<file path="config.mk">
export PLATFORM = sky130hd
export DESIGN_NAME = cbpo_sequencer
export DESIGN_NICKNAME = d
export VERILOG_FILES = /design/src/hw/rtl/cbpo_pkg.sv /design/src/hw/rtl/cbpo_sequencer.sv
export SDC_FILE = /design/constraint.sdc
export NUM_CORES = 1
export LEC_CHECK = 0
export ABC_AREA = 1
export BUFFER_PORTS_ARGS = -buffer_cell sky130_fd_sc_hd__buf_2
export CORE_AREA = 2 2 39 41
export CTS_CLUSTER_SIZE = 16
export DETAILED_ROUTE_END_ITERATION = 16
export DIE_AREA = 0 0 41 43
export MAX_ROUTING_LAYER = met4
export SETUP_SLACK_MARGIN = 0.05
export SLEW_MARGIN = 10
export SYNTH_ARGS = -nofsm -noshare
export SYNTH_HDL_FRONTEND = slang
export SYNTH_SLANG_ARGS = --single-unit
</file>
<file path="constraint.sdc">
create_clock -name clock -period 1.6 [get_ports clock]
set_clock_uncertainty 0.1 [all_clocks]
set_input_delay 0.08 -clock clock [delete_from_list [all_inputs] [get_ports clock]]
set_output_delay 0.08 -clock clock [all_outputs]
set_load 0.005 [all_outputs]
</file>
<file path="src/hw/rtl/cbpo_pkg.sv">
// ----------------------------------------------------------------------------
// cbpo_pkg
// Shared types, codes and the control program of the pulse train oscillator.
// ----------------------------------------------------------------------------
`default_nettype none

package cbpo_pkg;

   localparam int STEP_W  = 4;
   localparam int CSR_IDX_W = 8;

   localparam logic [CSR_IDX_W-1:0] CSR_PERIOD = CSR_IDX_W'(0);
   localparam logic [CSR_IDX_W-1:0] CSR_GAIN   = CSR_IDX_W'(1);

   localparam logic [31:0]        PERIOD_RESET = 32'd6553600;
   localparam logic signed [15:0] GAIN_RESET   = 16'sd16384;

   localparam logic [STEP_W-1:0] ST_IDLE    = STEP_W'(0);
   localparam logic [STEP_W-1:0] ST_MUL_AA  = STEP_W'(1);
   localparam logic [STEP_W-1:0] ST_LD_A2   = STEP_W'(2);
   localparam logic [STEP_W-1:0] ST_MUL_A2A = STEP_W'(3);
   localparam logic [STEP_W-1:0] ST_LD_A3   = STEP_W'(4);
   localparam logic [STEP_W-1:0] ST_LD_KX   = STEP_W'(5);
   localparam logic [STEP_W-1:0] ST_MUL_XM  = STEP_W'(6);
   localparam logic [STEP_W-1:0] ST_LD_KOUT = STEP_W'(7);
   localparam logic [STEP_W-1:0] ST_MUL_KG  = STEP_W'(8);
   localparam logic [STEP_W-1:0] ST_LD_OUT  = STEP_W'(9);

   typedef enum logic [1:0] {
      MUL_AA,
      MUL_A2A,
      MUL_XM,
      MUL_KG
   } mul_sel_type;

   typedef enum logic [2:0] {
      LD_NONE,
      LD_FRONT,
      LD_A2,
      LD_A3,
      LD_KX,
      LD_KOUT,
      LD_OUT
   } load_type;

   typedef enum logic [2:0] {
      JMP_NEXT,
      JMP_ALWAYS,
      JMP_IF_INNER,
      JMP_WAIT_REQ,
      JMP_WAIT_OUT
   } jump_type;

   typedef struct packed {
      mul_sel_type       mul_sel;
      logic              mul_en;
      load_type          load;
      jump_type          jump;
      logic [STEP_W-1:0] target;
   } ctrl_word_type;

   typedef struct packed {
      mul_sel_type mul_sel;
      logic        mul_en;
      load_type    load;
   } dp_ctrl_type;

   typedef struct packed {
      logic out_free;
      logic outer;
   } dp_status_type;

   function automatic ctrl_word_type prog_word(input logic [STEP_W-1:0] step);
      ctrl_word_type w;
      w = '{mul_sel: MUL_AA, mul_en: 1'b0, load: LD_NONE, jump: JMP_NEXT, target: ST_IDLE};
      unique case (step)
         ST_IDLE: begin
            w.load = LD_FRONT;
            w.jump = JMP_WAIT_REQ;
         end
         ST_MUL_AA: begin
            w.mul_sel = MUL_AA;
            w.mul_en  = 1'b1;
         end
         ST_LD_A2:   w.load = LD_A2;
         ST_MUL_A2A: begin
            w.mul_sel = MUL_A2A;
            w.mul_en  = 1'b1;
         end
         ST_LD_A3:   w.load = LD_A3;
         ST_LD_KX: begin
            w.load   = LD_KX;
            w.jump   = JMP_IF_INNER;
            w.target = ST_MUL_KG;
         end
         ST_MUL_XM: begin
            w.mul_sel = MUL_XM;
            w.mul_en  = 1'b1;
         end
         ST_LD_KOUT: w.load = LD_KOUT;
         ST_MUL_KG: begin
            w.mul_sel = MUL_KG;
            w.mul_en  = 1'b1;
         end
         ST_LD_OUT: begin
            w.load   = LD_OUT;
            w.jump   = JMP_WAIT_OUT;
            w.target = ST_IDLE;
         end
         default: begin
            w.jump   = JMP_ALWAYS;
            w.target = ST_IDLE;
         end
      endcase
      return w;
   endfunction

endpackage

`default_nettype wire

</file>
<file path="src/hw/rtl/cbpo_sequencer.sv">
// ----------------------------------------------------------------------------
// cbpo_sequencer
// Step counter and program table; issues one control word per step.
// ----------------------------------------------------------------------------
`default_nettype none

module cbpo_sequencer (
   input  wire logic                  clock,
   input  wire logic                  reset,
   input  wire logic                  req_valid,
   input  wire cbpo_pkg::dp_status_type status,
   output cbpo_pkg::dp_ctrl_type       ctrl,
   output logic                       req_ready
);
   import cbpo_pkg::*;

   logic [STEP_W-1:0] step_ff, step_in;
   ctrl_word_type     word;
   logic              fire;

   always_comb begin
      word = prog_word(step_ff);
   end

   always_comb begin
      unique case (word.jump)
         JMP_WAIT_REQ: fire = req_valid;
         JMP_WAIT_OUT: fire = status.out_free;
         default:      fire = 1'b1;
      endcase
   end

   always_comb begin
      unique case (word.jump)
         JMP_NEXT:     step_in = step_ff + STEP_W'(1);
         JMP_ALWAYS:   step_in = word.target;
         JMP_IF_INNER: step_in = status.outer ? step_ff + STEP_W'(1) : word.target;
         JMP_WAIT_REQ: step_in = fire ? step_ff + STEP_W'(1) : step_ff;
         JMP_WAIT_OUT: step_in = fire ? word.target : step_ff;
         default:      step_in = ST_IDLE;
      endcase
   end

   always_comb begin
      ctrl.mul_sel = word.mul_sel;
      ctrl.mul_en  = word.mul_en & fire;
      ctrl.load    = fire ? word.load : LD_NONE;
      req_ready    = (word.jump == JMP_WAIT_REQ);
   end

   always_ff @(posedge clock) begin
      if (reset) begin
         step_ff <= ST_IDLE;
      end else begin
         step_ff <= step_in;
      end
   end

endmodule

`default_nettype wire

</file>
---- Word-level counts from Yosys, hierarchy flattened ----
Index checks and enable logic that the tools add are counted.
operators by class
  multiplexer cells ....................... 10
  add/subtract/negate cells ............... 1
  equality and inequality tests ........... 15
  bitwise operators ....................... 1
  reduce and logical (&&, ||, !) cells .... 4
operator list
  cell                                                                      count
  3-bit case mux with 4 select lines                                        2
  4-bit case mux with 5 select lines                                        1
  3-bit case mux with 6 select lines                                        1
  4-bit by 3-bit == test with 1-bit output (second input constant)          4
  4-bit 2-to-1 mux                                                          4
  4-bit by 2-bit == test with 1-bit output (second input constant)          2
  4-bit == test (second input constant)                                     2
  7-bit OR reduction                                                        1
  3-bit by 2-bit == test with 1-bit output (second input constant)          2
  4-bit by 1-bit adder with 4-bit output (second input constant)            1
  4-bit by 1-bit == test with 1-bit output (second input constant)          1
  4-bit zero test                                                           1
  3-bit by 1-bit == test with 1-bit output (second input constant)          1
  3-bit == test (second input constant)                                     1
  3-bit zero test                                                           1
  3-bit 2-to-1 mux                                                          1
  2-bit by 1-bit inequality test with 1-bit output (second input constant)  1
  2-bit inequality test (second input constant)                             1
  1-bit case mux with 2 select lines                                        1
  2-bit AND reduction                                                       1
  1-bit bitwise AND                                                         1
word-level totals
  input bits .............................. 5
  register bits ........................... 4
  output and inout bits ................... 7
  logic and storage cells ................. 32

---- Depth between registers and ports, before layout ----
Gate-level depths: netlist of run 1.
  word-level depth ........................ 7
  mapped depth ............................ 10

---- Worst setup path before layout of run 1 ----
Ideal clock, no wire load.
  path type ............................... reg2out
  from .................................... reg step_ff[1]
  to ...................................... out ctrl[0] (netlist name)
  required time ........................... 1.420 ns
  arrival time ............................ 1.286 ns
  buffers on the path ..................... 0
  slack ................................... 0.134 ns
  cell stages (with the launch flop) ...... 8
  cell sequence ........................... dfxtp_1 inv_1 ha_1 nand3_2 nor2_2 nor2_2 clkinv_1 a31oi_1
RTL lines
  what                    line                  source
  from (decl)             cbpo_sequencer.sv:17  logic [STEP_W-1:0] step_ff, step_in;
  from (signal assigned)  cbpo_sequencer.sv:55  step_ff <= step_in;
  to (decl)               cbpo_sequencer.sv:12  output cbpo_pkg::dp_ctrl_type ctrl,

==> results of run 1 <==
-- per-layer routing --
layer / vias up / wire length, microns
met2: 11 / 644
met5: - / 0
met4: 0 / 14
met3: 2 / 31
li1: 269 / -
met1: 220 / 423
-- final cells by class --
cell class / instances / share of cell area (%)
Multi-Input combinational cell: 48 / 51.6
Timing Repair Buffer: 23 / 21.1
Sequential cell: 4 / 12.7
Inverter: 14 / 8.57
Clock buffer: 3 / 3.21
Tap cell: 16 / 2.86
-- worst max path at each step --
stage,endpoint,slack [ns],cells past startpoint
floorplan,ctrl[0],0.13,7
global placement,ctrl[1],-0.01,8
detailed placement,ctrl[3],-0.08,8
CTS,ctrl[3],-0.02,8
global route,step_ff[3]$_SDFFE_PP0P_,-0.08,10
finish,ctrl[3],0.04,7
-- synthesized netlist by cell type (all sizes together) --
| cell | n | area share, % |
|---|---|---|
| nand3 | 11 | 16 |
| clkinv | 2 | 1.7 |
| buf | 1 | 2.6 |
| o21ai | 4 | 4.6 |
| ha | 4 | 12 |
| inv | 12 | 10 |
| nor2 | 8 | 9.8 |
| xor2 | 2 | 4.0 |
| a31oi | 4 | 5.8 |
| nand2 | 12 | 12 |
| a21oi | 3 | 3.5 |
| dfxtp | 4 | 18 |
-- power breakdown --
group / internal [mW] / leakage (nW) / switching [mW] / total [mW]
Sequential: 0.129 / 0.0344 / 0.0386 / 0.168
Combinational: 0.292 / 0.280 / 0.304 / 0.596
Clock: 0.0833 / 0.0138 / 0.0328 / 0.116
-- worst max-delay path: stages, from the launching register on --
cell	delay [ns]
dfxtp_4	0.37
inv_4	0.08
ha_4	0.15
nand3_1	0.15
o21ai_2	0.10
inv_1	0.06
a31oi_1	0.12
buf_2	0.13
-- per-stage QoR --
stage	hold slack (ns)	instance area, sq um
2_1_floorplan	0.0491	434
3_3_place_gp	0.186	536
3_5_place_dp	0.190	536
4_1_cts	0.0153	643
5_1_grt	0.0540	701
6_report	0.0310	701
-- cell families (layout without fill, tap and decap cells) --
group / after synthesis / count (layout) / synth area share [%]
adder cells (fa/ha/maj): 4 / 4 / 11.5
XOR/XNOR: 2 / 2 / 4.04
flip-flops: 4 / 4 / 18.4
AO/OA/AOI/OAI: 11 / 11 / 13.8
AND/OR/NAND/NOR: 31 / 31 / 37.5
buffers and inverters: 15 / 40 / 14.7
-- timing repair --
action | CTS | global route
setup endpoints to repair | 9 | 7
gates resized for setup | 16 | 9
gates cloned | 0 | 0
setup buffers | 4 | 2
endpoints found under the hold margin | 4 | 0
hold buffers | 1 | 0
pin swaps | 3 | 3
==> impl.org, run 1 <==
** Clocking
- Buffers inserted during clock tree synthesis total 3.
- For this design, the sink count on the clock tree is 4.
- Maximum clock path buffer count :: 2
- TritonCTS built the clock tree.
- Clock-pin slew was measured on the worst setup and hold paths at 0.04 ns.
- Clock root buffer :: clkbuf_4
- CTS built an H-tree with a depth of 1.
- Worst-skew pair later-pin latency :: 0.23 ns

** Layout
- The number of antenna diodes in the final layout is 0.
- In the final layout, the share of cells above drive strength 1 is 51.1%.
- At the end of the flow the core is filled with cells to 50.6%.
- Excluding fillers, the count of instances in the completed layout stands at 108.
- The register with the most flip-flops in the layout has 4 of them.
- Combined flip-flop and latch cell area :: 88.8 sq um
- The register with the most flip-flops in the final layout is step_ff.
- Net total in the final layout :: 103
- The layout has 137 filler cells.
- Area growth from synthesis to layout :: 61.4%
- Most frequent cells in the layout :: buf_2, buf_4, nand2_1
- Biggest regs :: step_ff: 4 flops
- Summing all multi-input logic gate instances after layout gives 362 sq um.

** Setup path
- Critical path capture point type :: output pin
- In this run the critical register-to-register path is launched from step_ff[1]$_SDFFE_PP0P_.
- The setup check on the worst reg-to-reg path leaves a slack of 0.05 ns.
- Tracing the worst setup path back leads to its startpoint at step_ff[0]$_SDFFE_PP0P_.
- Cells on worst reg2reg path :: 10
- Worst path arrival time :: 1.38 ns
- Of all nets on the critical path, the largest fanout is 5.
- Critical path launch point type :: register
- Critical path class :: reg -> out
- Required @ worst endpoint :: 1.42 ns
- The worst register-to-register path ends at step_ff[1]$_SDFFE_PP0P_.

** Placement
- Buffers added on ports :: 11
- The congestion estimate from routability-driven global placement came to 0.831.
- Post-place setup slack :: -0.0759 ns
- Once detailed placement completed, the half-perimeter wirelength came to 820 microns.
- After detailed placement, the design holds a cell count of 98.

** Global route
- In the global route stage, met3 resource usage came out at 2.09%.
- Global routing used 14.1% of the available tracks.
- In this run the most used layer during global routing was met2.
- For this run, global-route usage on met1 was measured as 12.9%.
- The initial antenna violation count is 0.
- The first global-routing pass estimated 1750 microns of wire.
- Global routing used 27.5% of the available met2 tracks.
- Entering global routing, the biggest net connects 8 pins.
- Vias in the first global route :: 475
- Sum of overflow across all layers after global routing :: 0

** Timing
- Setup violations remaining at the end of the flow were counted as 0.
- The final hold violation count is 0.
- Setup repair after global routing could not meet its margin everywhere.
- Setup tns final :: 0 ns
- Max Clk Rate :: 642 MHz
- Number of pins exceeding their max-slew limit in the final report :: 0
- At the pin with the least slew margin, the transition time is 0.273 ns.
- In this run the tightest slew margin relative to its limit is 81.8%.
- Final worst-path cycle share :: 97.3%
- The worst path needs 1.56 ns of the cycle, external delays included.
- Once routing completed, OpenROAD measured the worst setup slack at 0.0435 ns.

** Drt
- Iteration-0 DRC Markers :: 5
- Detail-routed via count per cell :: 4.65
- The detail route stage leaves a number of antenna-violating nets equal to 0.
- Detailed Route WL :: 1110 microns
- Number of remaining DRC errors :: 0
- Average detailed-routed wire length per instance :: 10.3 microns
- First drt pass iteration count :: 4
- Routed vias :: 502

** Yosys
- Post-Synthesis Net Count :: 76
- Fraction of the yosys area taken by sequential cells :: 18.4%
- Yosys reg bits :: 4
- Yosys printed 0 warnings.
- Distinct cell type count after synthesis :: 18
- The cell area that synthesis handed to floorplanning was 434 sq um.
- Counting every instance in the synthesized netlist gives 67.
- Average footprint of a synthesized cell :: 6.48 sq um

** Hold path
- Startpoint of the most critical hold path :: status[1]
- The worst hold path terminates at step_ff[3]$_SDFFE_PP0P_.
- The tightest min-delay check is of the in -> reg type.
- Count of cells along the worst hold path :: 4

** Floorplanning
- For this design the top-level I/O count stands at 12.
- Measured along the y axis, the die boundary spans 43 microns.
- Initial Utilization :: 31.4%
- Floorplan Core Area :: 1380 sq um
- The die covers 1760 sq um.
- Chip Width :: 41 microns
- In this run the core area contains 14 standard-cell rows.

** Status
- Run status :: finished, final reports clean

** Power and ir drop
- Leakage :: 0.328 nW
- Total power after layout :: 0.880 mW
- Pwr/cell area :: 1260 nW/um^2
- IR analysis of the VDD net gives a maximum drop of 0.485 mV.

** Flow run
- Number of maximum-capacitance constraint violations :: 0
(Power assumes the default switching activity.)
==> run 2, diff against run 1 <==
Settings changed: ABC_AREA 1 to not set, RECOVER_POWER set to 100.
==> impl.org, run 2 <==
** Power and ir drop
- The power per cell area came to 1380 nW/um^2 (+9.5%).
- The reported leakage power is 0.321 nW (-2.2%).
- Worst IR drop on VDD :: 0.573 mV (+18%)
- The post-layout total power was 1.13 mW (+29%).

** Placement
- The number of I/O port buffers was 11 (unchanged).
- The global placement routability congestion is 0.699 (-16%).
- Final HPWL DP :: 843 microns (+2.9%)

** Timing
- Setup repair after global routing could not meet its margin everywhere.
- Max Clk Rate :: 570 MHz (-11%)
- The share of the clock period used by the worst path after layout came to 110% (+12 points).
- Setup Viol. Count Final :: 5 (+5)
- Hold slack :: 0.123 ns (+0.0919 ns)
- Final critical path time including I/O delays and setup :: 1.75 ns (+0.198 ns)
- Slew margin rel. :: 78.9% (-2.9 points)
- The final hold violation count was 0 (unchanged).
- The pin slew with the least headroom to its limit is 0.316 ns (+0.0433 ns).
- Number of pins exceeding their max-slew limit in the final report :: 0 (unchanged)
- The final critical-path setup slack is -0.154 ns (-0.198 ns).

** Yosys
- Among all flip-flop cells after synthesis, the most frequent one is dfxtp_1.
- Average footprint of a synthesized cell :: 7.79 sq um (+20%)
- The cell area after technology mapping came to 452 sq um (+4.0%).
- Synth cell count leaders :: nand2_1, dfxtp_1, ha_1, inv_1
- Post-synth ARST share :: 0% (unchanged)
- Post-Synthesis Net Count :: 67 (-12%)
- In the post-synthesis netlist, the biggest area contributors are dfxtp_1, ha_1, nand2_1.
- The count of flip-flops with a built-in enable after synthesis came to 0 (unchanged).
- The largest total area in the synthesized netlist belongs to dfxtp_1.
- Distinct cell type count after synthesis :: 31 (+13)
- The post-synthesis sequential area ratio is 17.7% (-0.72 points).
- Count of yosys warnings during synthesis :: 0 (unchanged)
- Synth top area share :: 17.7% (-0.72 points)
- Gate Count Post-Synth :: 58 (-13%)
- The post-synthesis sequential element count is 4 (unchanged).
- nand2_1 is the most common cell in the netlist.

** Clocking
- Post-CTS clock slew at the launch and capture registers of the worst setup and hold paths :: 0.04 ns (about the same)
- The total CTS buffers is 3 (unchanged).
- CTS tree :: built
- Clock root buffer :: clkbuf_4
- CTS sink count :: 4 (unchanged)
- Worst-skew pair later-pin latency :: 0.23 ns (about the same)
- CTS H-tree depth :: 1 (unchanged)
- Maximum clock path buffer count :: 2 (unchanged)

** Setup path
- The highest fanout seen on the critical path came to 3 (-2).
- Reg2reg start :: step_ff[0]$_SDFFE_PP0P_
- Critical path class :: reg -> out
- The arrival time at the worst endpoint came to 1.57 ns (+0.19 ns).
- Following the worst setup path forward leads to its endpoint at ctrl[3].
- Worst setup path startpoint :: step_ff[0]$_SDFFE_PP0P_
- The worst-case register-to-register setup slack came to -0.08 ns (-0.13 ns).
- Critical path capture point type :: output pin
- Required @ worst endpoint :: 1.42 ns (about the same)
- Cells on worst reg2reg path :: 6 (-4)
- Worst r2r dst :: step_ff[0]$_SDFFE_PP0P_
- Critical path launch point type :: register

** Status
- Run status :: finished, violations left
- The checks that failed: negative setup slack.

** Flow run
- Number of maximum-capacitance constraint violations :: 0 (unchanged)

** Floorplanning
- The die height came to 43 microns (unchanged).
- The I/O pin total is 12 (unchanged).
- The total number of placement rows came to 14 (unchanged).
- The width of the chip was 41 microns (unchanged).
- The initial standard-cell utilization of the core was 32.6% (+1.3 points).
- Die ar. :: 1760 sq um (unchanged)
- Floorplan Core Area :: 1380 sq um (unchanged)

** Layout
- The library cell used most frequently in the layout, excluding fill and tap cells, is buf_4.
- Biggest regs :: step_ff: 4 flops
- Ranked by flip-flop count, first place goes to step_ff.
- Flip-flop count of the largest register after layout :: 4 (unchanged)
- Final core area utilization :: 59.4% (+8.8 points)
- The count of nets after finishing came to 94 (-8.7%).
- The number of antenna cells inserted came to 0 (unchanged).
- The share of layout cells above drive strength 1 was 66.3% (+15 points).
- In the layout the commonest cells are buf_4, buf_2, nand2_1, ha_4.
- From synthesis to final layout, the design area changed by 82.0%.

** Hold path
- Type of the worst min-delay path :: in -> reg
- Startpoint of the most critical hold path :: status[1]

** Drt
- Iteration-0 DRC Markers :: 13 (+8)
- Detail-routed via count per cell :: 5.31 (+14%)
- Routed vias :: 526 (+4.8%)
- Detailed Route WL :: 1430 microns (+29%)
- Average detailed-routed wire length per instance :: 14.5 microns (+40%)
- The remaining number of nets flagged by the antenna check after routing is 0 (unchanged).
- The detailed-routing iteration count for the pre-antenna-repair pass is 4 (unchanged).
- Number of remaining DRC errors :: 0 (unchanged)

** Global route
- Largest net degree at the start of global routing :: 11 (+3)
- The via count of the first global-routing pass came to 483 (+1.7%).
- Antenna violations before repair :: 0 (unchanged)
- The overall track demand over capacity in global routing is 16.3% (+2.2 points).
- The wire length of the first global-routing pass came to 1930 microns (+11%).
- Sum of overflow across all layers after global routing :: 0 (unchanged)
-- run 2: cell count changes after synthesis, sizes merged, moves of 3 or more --
cell	previous run	this run
nand2	12	6
nand3	11	0
nor2	8	3
inv	12	4
buf	1	4
a31oi	4	0
-- run 2: kinds of logic (layout without fill, tap and decap cells) --
group	after synthesis	after routing	share of synthesized area [%]
AOI/OAI and AO/OA	17	17	27.7
xor gates and xnor gates	1	1	1.94
adders and majority gates	4	4	11.1
buffers and inverters	9	34	9.97
DFF	4	4	17.7
and+or+nand+nor	23	23	31.6
-- run 2: area by class of cell --
type	count	area [sq um]
clock buffer	3	22.5
fill	113	562
timing repair buffer	27	190
inverter	4	17.5
tap	16	20.0
multi-input combinational	45	487
sequential	4	85.1
-- run 2: power breakdown --
group	internal, mW	switching, mW	leakage [nW]
sequential	0.127	0.0182	0.0336
clock	0.0835	0.0347	0.0138
combinational	0.465	0.403	0.273
-- run 2: worst max-delay path, cell delays in order (launching register included) --
cell,delay (ns)
dfxtp_4,0.34
inv_4,0.06
ha_4,0.12
or4b_4,0.48
nand2_4,0.09
o21ba_4,0.15
buf_6,0.11
-- run 2: how the worst min path moves through the flow --
stage,endpoint,slack [ns],depth (start not counted)
final,step_ff[3]$_SDFFE_PP0P_,0.12,3
after CTS,step_ff[3]$_SDFFE_PP0P_,0.11,3
after global routing,step_ff[3]$_SDFFE_PP0P_,0.12,3
after global placement,step_ff[3]$_SDFFE_PP0P_,0.23,2
after detailed placement,step_ff[3]$_SDFFE_PP0P_,0.23,2
after floorplan,step_ff[3]$_SDFFE_PP0P_,0.05,1
-- run 2: metal layers --
metal,up-vias,track usage (%),part of all wire [%]
met5,-,-,0
met4,0,6.00,0
met3,0,1.57,1.3
met2,9,29.7,56
met1,252,16.4,43
li1,265,-,-
-- run 2: timing repair --
action | 4_1_cts | 5_1_grt
hold buffers | 1 | 0
pin swaps | 5 | 6
setup buffers | 8 | 1
resized for setup | 16 | 19
gates cloned | 0 | 0
endpoints found under the setup margin | 6 | 10
hold endpoints to repair | 1 | 0
-- run 2: through the flow --
step	cells	setup TNS, ns	instance area, sq um	worst slack (ns)
after CTS	99	-0.357	738	-0.157
after global routing	99	-0.634	822	-0.193
after detailed placement	87	-0.0861	567	-0.0639
after floorplan	58	-0.0100	482	-0.0100
after global placement	87	-0.0882	567	-0.0649
final	99	-0.368	822	-0.154
